File: src/hw/rtl/uepca_pkg.sv
`timescale 1ns / 1ps
// ----------------------------------------------------------------------------
// uepca_pkg: shared types and constants of the endpoint channel allocator
// Request kinds, sequencer states, channel table records and fixed values.
// ----------------------------------------------------------------------------
package uepca_pkg;

  localparam int CHANNELS         = 8;
  localparam int EP0_BUFFER_BYTES = 64;
  localparam int IDX_W            = (CHANNELS > 1) ? $clog2(CHANNELS) : 1;

  // unassigned marks and transfer types
  localparam logic [4:0] NO_EP          = 5'h1F;
  localparam logic [2:0] NO_TYPE        = 3'h7;
  localparam logic [1:0] TYPE_BULK      = 2'd2;
  localparam logic [1:0] TYPE_INTERRUPT = 2'd3;

  // bump pointer start points
  localparam logic [15:0] NEXT_FREE_RESET = 16'(8 * CHANNELS);
  localparam logic [15:0] NEXT_FREE_CLOSE = 16'(8 * CHANNELS + 2 * EP0_BUFFER_BYTES);

  typedef enum logic [2:0] {
    KIND_RESET     = 3'd0,
    KIND_ASSIGN    = 3'd1,
    KIND_OPEN      = 3'd2,
    KIND_CLOSE_ALL = 3'd3,
    KIND_RESERVE   = 3'd4
  } kind_t;

  typedef enum logic {
    ST_IDLE,
    ST_SCAN
  } state_t;

  // one channel record
  typedef struct packed {
    logic [4:0] endpoint;
    logic [2:0] ctype;
    logic       out_taken;
    logic       in_taken;
  } chan_entry_t;

  // table command from the sequencer
  typedef struct packed {
    logic             clear_all;
    logic             clear_upper;
    logic             claim;
    logic             is_in;
    logic [IDX_W-1:0] idx;
    logic [4:0]       endpoint;
    logic [2:0]       ctype;
  } tbl_cmd_t;

endpackage

File: src/hw/rtl/uepca_chan_table.sv
`timescale 1ns / 1ps
// ----------------------------------------------------------------------------
// uepca_chan_table: per-channel endpoint records
// Holds endpoint number, type and direction flags for each channel; one
// record is read at the scan index, claimed or bulk-cleared on command.
// ----------------------------------------------------------------------------
module uepca_chan_table (
  input  logic                  clk,
  input  logic                  rst,
  input  uepca_pkg::tbl_cmd_t   cmd,
  output uepca_pkg::chan_entry_t entry
);

  uepca_pkg::chan_entry_t chan [uepca_pkg::CHANNELS];

  // record at the scan index
  assign entry = chan[cmd.idx];

  // record updates
  always_ff @(posedge clk) begin
    for (int c = 0; c < uepca_pkg::CHANNELS; c++) begin
      if (rst || cmd.clear_all || (cmd.clear_upper && c != 0)) begin
        chan[c].endpoint  <= uepca_pkg::NO_EP;
        chan[c].ctype     <= uepca_pkg::NO_TYPE;
        chan[c].out_taken <= 1'b0;
        chan[c].in_taken  <= 1'b0;
      end else if (cmd.claim && cmd.idx == uepca_pkg::IDX_W'(c)) begin
        chan[c].endpoint <= cmd.endpoint;
        chan[c].ctype    <= cmd.ctype;
        if (cmd.is_in) begin
          chan[c].in_taken <= 1'b1;
        end else begin
          chan[c].out_taken <= 1'b1;
        end
      end
    end
  end

endmodule

File: src/hw/rtl/usb_endpoint_channel_allocator_unit.sv
`timescale 1ns / 1ps
// ----------------------------------------------------------------------------
// usb_endpoint_channel_allocator_unit: USB endpoint to channel allocator
// Maps endpoint open requests onto hardware channels and bump-allocates
// packet-memory buffers.
// ----------------------------------------------------------------------------
// Usage:
//   A request word (kind, ep_address, ep_type, alloc_bytes) is taken at a
//   rising edge with start high and busy low. Exactly one result word (ok,
//   channel, buffer_addr) follows, shown for one cycle with done high; the
//   receiver has no way to hold it off and must take it then.
//   Reset, close-all, reserve and unused kinds finish at once: done rises
//   in the cycle after the request is taken and busy stays low.
//   Assign and open run a first-fit scan, one channel per cycle through a
//   single compare unit, and raise done once a channel fits or the last
//   channel has been checked. busy is high during the scan, so no new
//   request is taken until the scan has ended.
//   rst clears every channel record, sets the buffer pointer to
//   8*CHANNELS, drops busy and suppresses done.
// ----------------------------------------------------------------------------
module usb_endpoint_channel_allocator_unit (
  input  logic        clk,
  input  logic        rst,
  input  logic        start,
  output logic        busy,
  input  logic [2:0]  kind,
  input  logic [7:0]  ep_address,
  input  logic [1:0]  ep_type,
  input  logic [10:0] alloc_bytes,
  output logic        done,
  output logic        ok,
  output logic [2:0]  channel,
  output logic [15:0] buffer_addr
);

  uepca_pkg::state_t state, state_next;
  uepca_pkg::kind_t  kind_q;
  logic [7:0]        addr_q;
  logic [1:0]        type_q;
  logic [10:0]       size_q;
  logic [uepca_pkg::IDX_W-1:0] idx, idx_next;
  logic [15:0]       next_free, next_free_next;
  logic              done_next, ok_next;
  logic [2:0]        channel_next;
  logic [15:0]       buffer_addr_next;

  uepca_pkg::tbl_cmd_t    cmd;
  uepca_pkg::chan_entry_t entry;

  logic       accept;
  logic [4:0] num5;
  logic [2:0] type3;
  logic       is_in, taken, reuse, claim, hit, type_ok;

  assign accept = start && !busy;
  assign busy   = (state == uepca_pkg::ST_SCAN);

  uepca_chan_table u_table (
    .clk   (clk),
    .rst   (rst),
    .cmd   (cmd),
    .entry (entry)
  );

  // shared compare unit, one channel per cycle
  assign num5    = {1'b0, addr_q[3:0]};
  assign type3   = {1'b0, type_q};
  assign is_in   = addr_q[7];
  assign taken   = is_in ? entry.in_taken : entry.out_taken;
  assign reuse   = taken && entry.ctype == type3 && entry.endpoint == num5;
  assign claim   = !taken &&
                   (entry.endpoint == uepca_pkg::NO_EP || entry.endpoint == num5) &&
                   (entry.ctype == uepca_pkg::NO_TYPE || entry.ctype == type3);
  assign hit     = reuse || claim;
  assign type_ok = (type_q == uepca_pkg::TYPE_BULK) ||
                   (type_q == uepca_pkg::TYPE_INTERRUPT);

  // request latch
  always_ff @(posedge clk) begin
    if (accept) begin
      kind_q <= uepca_pkg::kind_t'(kind);
      addr_q <= ep_address;
      type_q <= ep_type;
      size_q <= alloc_bytes;
    end
  end

  // state, pointer and result registers
  always_ff @(posedge clk) begin
    if (rst) begin
      state     <= uepca_pkg::ST_IDLE;
      idx       <= '0;
      next_free <= uepca_pkg::NEXT_FREE_RESET;
      done      <= 1'b0;
    end else begin
      state     <= state_next;
      idx       <= idx_next;
      next_free <= next_free_next;
      done      <= done_next;
    end
  end

  always_ff @(posedge clk) begin
    ok          <= ok_next;
    channel     <= channel_next;
    buffer_addr <= buffer_addr_next;
  end

  // sequencer
  always_comb begin
    state_next       = state;
    idx_next         = idx;
    next_free_next   = next_free;
    done_next        = 1'b0;
    ok_next          = 1'b0;
    channel_next     = '0;
    buffer_addr_next = '0;

    cmd.clear_all   = 1'b0;
    cmd.clear_upper = 1'b0;
    cmd.claim       = 1'b0;
    cmd.is_in       = is_in;
    cmd.idx         = idx;
    cmd.endpoint    = num5;
    cmd.ctype       = type3;

    unique case (state)
      uepca_pkg::ST_IDLE: begin
        if (accept) begin
          case (uepca_pkg::kind_t'(kind))
            uepca_pkg::KIND_RESET: begin
              cmd.clear_all  = 1'b1;
              next_free_next = uepca_pkg::NEXT_FREE_RESET;
              done_next      = 1'b1;
              ok_next        = 1'b1;
            end
            uepca_pkg::KIND_ASSIGN, uepca_pkg::KIND_OPEN: begin
              idx_next   = '0;
              state_next = uepca_pkg::ST_SCAN;
            end
            uepca_pkg::KIND_CLOSE_ALL: begin
              cmd.clear_upper = 1'b1;
              next_free_next  = uepca_pkg::NEXT_FREE_CLOSE;
              done_next       = 1'b1;
              ok_next         = 1'b1;
            end
            uepca_pkg::KIND_RESERVE: begin
              buffer_addr_next = next_free;
              next_free_next   = next_free + 16'(alloc_bytes);
              done_next        = 1'b1;
              ok_next          = 1'b1;
            end
            default: begin
              done_next = 1'b1;
            end
          endcase
        end
      end
      uepca_pkg::ST_SCAN: begin
        cmd.claim = claim;
        if (hit) begin
          state_next = uepca_pkg::ST_IDLE;
          done_next  = 1'b1;
          if (kind_q == uepca_pkg::KIND_ASSIGN) begin
            ok_next      = 1'b1;
            channel_next = 3'(idx);
          end else if (type_ok) begin
            ok_next          = 1'b1;
            channel_next     = 3'(idx);
            buffer_addr_next = next_free;
            next_free_next   = next_free + 16'(size_q);
          end
        end else if (idx == uepca_pkg::IDX_W'(uepca_pkg::CHANNELS - 1)) begin
          // no channel fits
          state_next = uepca_pkg::ST_IDLE;
          done_next  = 1'b1;
        end else begin
          idx_next = idx + 1'b1;
        end
      end
      default: begin
        state_next = uepca_pkg::ST_IDLE;
      end
    endcase
  end

`ifndef NO_ASSERTIONS
  // results appear only once the sequencer is back at rest
  a_done_idle: assert property (@(posedge clk) disable iff (rst)
    done |-> state == uepca_pkg::ST_IDLE)
    else $error("result strobed during a scan");

  // every taken request either answers next cycle or starts a scan
  a_accept_progress: assert property (@(posedge clk) disable iff (rst)
    accept |=> (done || busy))
    else $error("request taken but neither answered nor scanning");

  // a failed request carries no channel and no buffer
  a_fail_zero: assert property (@(posedge clk) disable iff (rst)
    (done && !ok) |-> (channel == 3'd0 && buffer_addr == 16'd0))
    else $error("failed result carries payload");

  // only assign and open requests scan
  a_scan_kind: assert property (@(posedge clk) disable iff (rst)
    busy |-> (kind_q == uepca_pkg::KIND_ASSIGN || kind_q == uepca_pkg::KIND_OPEN))
    else $error("scan running for a kind that does not assign");
`endif

endmodule
File: config.mk
export PLATFORM = sky130hd
export DESIGN_NAME = usb_endpoint_channel_allocator_unit
export DESIGN_NICKNAME = d
export VERILOG_FILES = /design/src/hw/rtl/uepca_pkg.sv /design/src/hw/rtl/uepca_chan_table.sv /design/src/hw/rtl/usb_endpoint_channel_allocator_unit.sv
export SDC_FILE = /design/constraint.sdc
export NUM_CORES = 1
export LEC_CHECK = 0
export BUFFER_PORTS_ARGS = -buffer_cell sky130_fd_sc_hd__clkbuf_2
export CAP_MARGIN = 10
export CORE_MARGIN = 3
export CORE_UTILIZATION = 35
export CTS_CLUSTER_DIAMETER = 100
export DETAILED_ROUTE_END_ITERATION = 16
export GPL_TIMING_DRIVEN = 0
export SETUP_SLACK_MARGIN = 0.5
export SYNTH_ARGS = -nofsm -noshare
export SYNTH_HDL_FRONTEND = slang
export SYNTH_SLANG_ARGS = --single-unit
File: constraint.sdc
create_clock -name clk -period 4.2 [get_ports clk]
set_clock_uncertainty 0.2 [all_clocks]
set_input_delay 0.42 -clock clk [delete_from_list [all_inputs] [get_ports clk]]
set_output_delay 0.42 -clock clk [all_outputs]
set_load 0.02 [all_outputs]
==> summary.md <==
| Metric | Value |
|---|---|
| Core Footprint | 19600 um^2 |
| Worst setup path category | input pin to flop |
| CTS Buf Count | 17 |
| RSZ-0062 raised after global routing | no |
| Final setup fails | 0 |
| DRT Pass-1 Iters | 6 |
| Dominant synthesized flop cell | edfxtp_1 |
| Minimum clock period after layout | about 3.5 ns |
| # clock sinks | 138 |
| Area of the multi-input gates | 3120 um^2 |
| FF+latch count, synth | 138 |
| Initial antenna violation count | 0 |
| Critical path arrival | 3.66 ns |
| Chip width | 148 um |
| CTS tree | built |
| Slew headroom | ~24% |
| Layout cells sized above 1 | 18.0% |
| Clock Path Buffers | 2 |
| Register area share after synthesis | 52.4% |
| Fmax | 0.285 GHz |
| Post-DRT Antenna Nets | 0 |
| All-Layer GR Usage | 17.1% |
| CTS Root Cell | clkbuf_16 |
| Mean number of vias per cell | 5.18 |
| WL per Instance | between 15 and 20 um |
| IO Port Bufs | 44 |
| Worst slew pin tran | 1.14 ns |
| H-tree depth | 4 |
| NumNets Final | 776 |
| CP peak stage delay | 0.54 ns |
| Final Hold Fails | 0 |
| Critical path required time | ~4.4 ns |
| Clock slew at reported path FFs | around 0.060 ns |
| Outcome | completed |
| Worst Hold Class | input pin to flop |
| PD cells | 405 nW/um^2 |
| Worst vdd ir | 0.278 mV |
| Total grt overflow | 0 |
| Max-slew violation count | 0 |
| Syn-to-layout area delta | 20.5% |
| Pin count of the biggest net entering global routing | 24 |
| Area contributors post-synth | edfxtp_1 40%, dfxtp_1 13%, ha_1 5.0% |
| Max FO, Critical Path | 3 |
| FF+latch area | roughly 3700 um^2 |
| Leak | 0.00296 uW |
| TNS Setup | 0 ns |
| FFs w/ async S/R, synth | 0% |
| Rows | 51 |
| Max cap viols | 0 |
| Starting Density | 36.0% |
| Post-Syn Area | 7050 um^2 |
| Vias in the first global route | ~5200 |
| CP Cell Sequence | dlygate4sd3_1 -> clkbuf_2 -> ha_1 -> fa_1 -> a21o_1 -> a211oi_2 -> o21ai_0 -> a31o_2 -> a21oi_1 -> o21bai_1 -> a221o_1 -> and3_1 -> nor3_1 |
| DPL Wire Length | 12.9 mm |
| Post-Syn Nets | 693 |
| Synth top area share | 39.6% |
| Full die area | 21900 um^2 |
| Count of cell types in the netlist | 71 |
| Post-synth EDFFs | 93 |
| Crit end category | flop |
| Yosys warns | 0 |
| CP max-delay cell | dlygate4sd3_1 |
| DRC Markers | 0 |
| I/O pin cnt | 49 |
| Placed Instance Area | 7600 um^2 |
| Iteration-0 DRC Markers | around 430 |
| Fin crit share | 83.6% |
| WL final | 18.0 mm |
| GP Congestion | around 0.86 |
| Critical Path Start Type | input pin |
| Clk_lat worst skew | 0.42 ns |
| Antenna Cells | 0 |
| Via count | 5163 |
| Die Y | ~150 um |
| Syn avg cell area | 11.1 um^2 |
| Syn Inst Count | 636 |
| # fillers | around 1900 |
| Yosys top cell by area | edfxtp_1 |
| Design area | 8490 um^2 |
| First-pass GRT wire length | 28.8 mm |
[path summary, 6_finish.rpt]
check	from	slack [ns]	end	cells past startpoint
hold / removal	rst	0.02	next_free[11]$_SDFFE_PP0P_	2
setup reg to reg	flop	0.74	u_table.chan[4][1]$_DFFE_PP_	12
setup / recovery	alloc_bytes[0]	0.69	next_free[12]$_SDFFE_PP0P_	13
hold reg to reg	u_table.chan[4][9]$_SDFFE_PP0P_	0.25	u_table.chan[4][9]$_SDFFE_PP0P_	2
[cell usage after synthesis (3+ instances only)]
cell	n
nand2_1	74
ha_1	28
edfxtp_1	93
o211ai_1	4
xnor2_1	14
o21a_1	4
and2_1	7
nor2b_1	17
mux4_1	3
mux4_2	4
nor3_1	12
buf_6	5
o21bai_1	4
xor2_1	7
clkbuf_1	14
mux2i_1	25
nor2_1	57
a22oi_1	15
and3_1	9
o32a_1	3
a31oi_1	4
clkinv_1	4
inv_1	24
a22o_1	4
a21oi_1	22
clkbuf_8	3
o21ai_0	33
buf_2	5
a21o_1	7
dfxtp_1	45
nand3_1	11
nand4_1	12
mux2_2	7
a211oi_1	12
[layout make-up]
cell class | instances | share of cell area (%)
repair buffers | 64 | 4.86
inverters | 28 | 1.24
multi-input cells | 441 | 36.7
clock buffers | 21 | 5.94
plain buffers | 29 | 2.33
well taps | 265 | 3.91
flip-flops and latches | 138 | 43.5
clock inverters | 11 | 1.52
[critical path: cells and delay by family]
| kind | cells | cell delay (ns) |
|---|---|---|
| AND/OR/NAND/NOR | 2 | 0.31 |
| adder cells (fa/ha/maj) | 2 | 0.65 |
| AO/OA/AOI/OAI | 7 | 1.62 |
| buffers and inverters | 2 | 0.65 |
[repair_timing]
item,4_1_cts,5_1_grt
cloned,0,0
pin swaps,0,2
gates resized for setup,4,18
hold endpoints to repair,17,0
endpoints found under the setup margin,31,84
hold buffers,17,0
buffers inserted,0,3
[registers in the layout, summed over array words and instances (netlist names), named ones only]
signal,flops
u_table.chan,73
buffer_addr,16
next_free,16
size_q,11
addr_q,5
channel,3
idx,3
kind_q,3
type_q,2
busy,1
done,1
ok,1
[cells in the final DEF (no fill, tap or decap), types with 6 or more instances in the layout]
cell type | synthesis | routed
edfxtp_1 | 93 | 93
nor3_1 | 12 | 12
mux2_2 | 7 | 7
dlygate4sd3_1 | 0 | 17
nor2b_1 | 17 | 17
o21ai_0 | 33 | 32
a211oi_1 | 12 | 11
inv_1 | 24 | 24
a22oi_1 | 15 | 14
and3_1 | 9 | 9
nand2_1 | 74 | 71
clkbuf_1 | 14 | 13
dfxtp_1 | 45 | 45
nand4_1 | 12 | 12
nor2_1 | 57 | 54
xnor2_1 | 14 | 14
mux2i_1 | 25 | 25
clkbuf_16 | 0 | 20
nand3_1 | 11 | 9
ha_1 | 28 | 28
xor2_1 | 7 | 7
a21o_1 | 7 | 7
buf_6 | 5 | 6
clkbuf_2 | 0 | 45
and2_1 | 7 | 7
a21oi_1 | 22 | 22
[kinds of logic (layout without fill, tap and decap cells)]
logic type	after synthesis	count (layout)	synth area share, %
compound gates	138	138	13.6
xor+xnor	21	21	2.61
fa+ha+maj	30	30	5.54
buf+inv	57	153	4.14
flops	138	138	52.4
mux	40	40	7.39
simple gates	212	212	14.3
[routing by layer]
| layer | GRT usage (%) | part of all wire, % | vias to the layer above |
|---|---|---|---|
| met5 | 0 | 0 | - |
| met4 | 5.40 | 1.1 | 0 |
| met3 | 3.65 | 5.3 | 13 |
| met2 | 29.3 | 50 | 167 |
| met1 | 21.7 | 43 | 2468 |
| li1 | - | - | 2515 |
[per-stage QoR]
| stage | hold slack (ns) | power (uW) | worst slack (ns) | instances | util, % |
|---|---|---|---|---|---|
| 6_report | 0.0216 | 3440 | 0.690 | 997 | 43.3 |
| 5_1_grt | 0.00780 | 3570 | 0.498 | 997 | 43.3 |
| 4_1_cts | 0.00365 | 3450 | 0.555 | 994 | 42.9 |
| 3_5_place_dp | 0.246 | 1860 | 0.285 | 945 | 38.8 |
| 3_3_place_gp | 0.226 | 1850 | 0.363 | 945 | 38.8 |
| 2_1_floorplan | 0.216 | 1760 | 1.18 | 636 | - |
[where the power goes]
group	internal (uW)	switching (uW)
Clock	985	606
Sequential	1490	18.9
Combinational	127	209
Note: power is estimated with default switching activity, not from simulation.
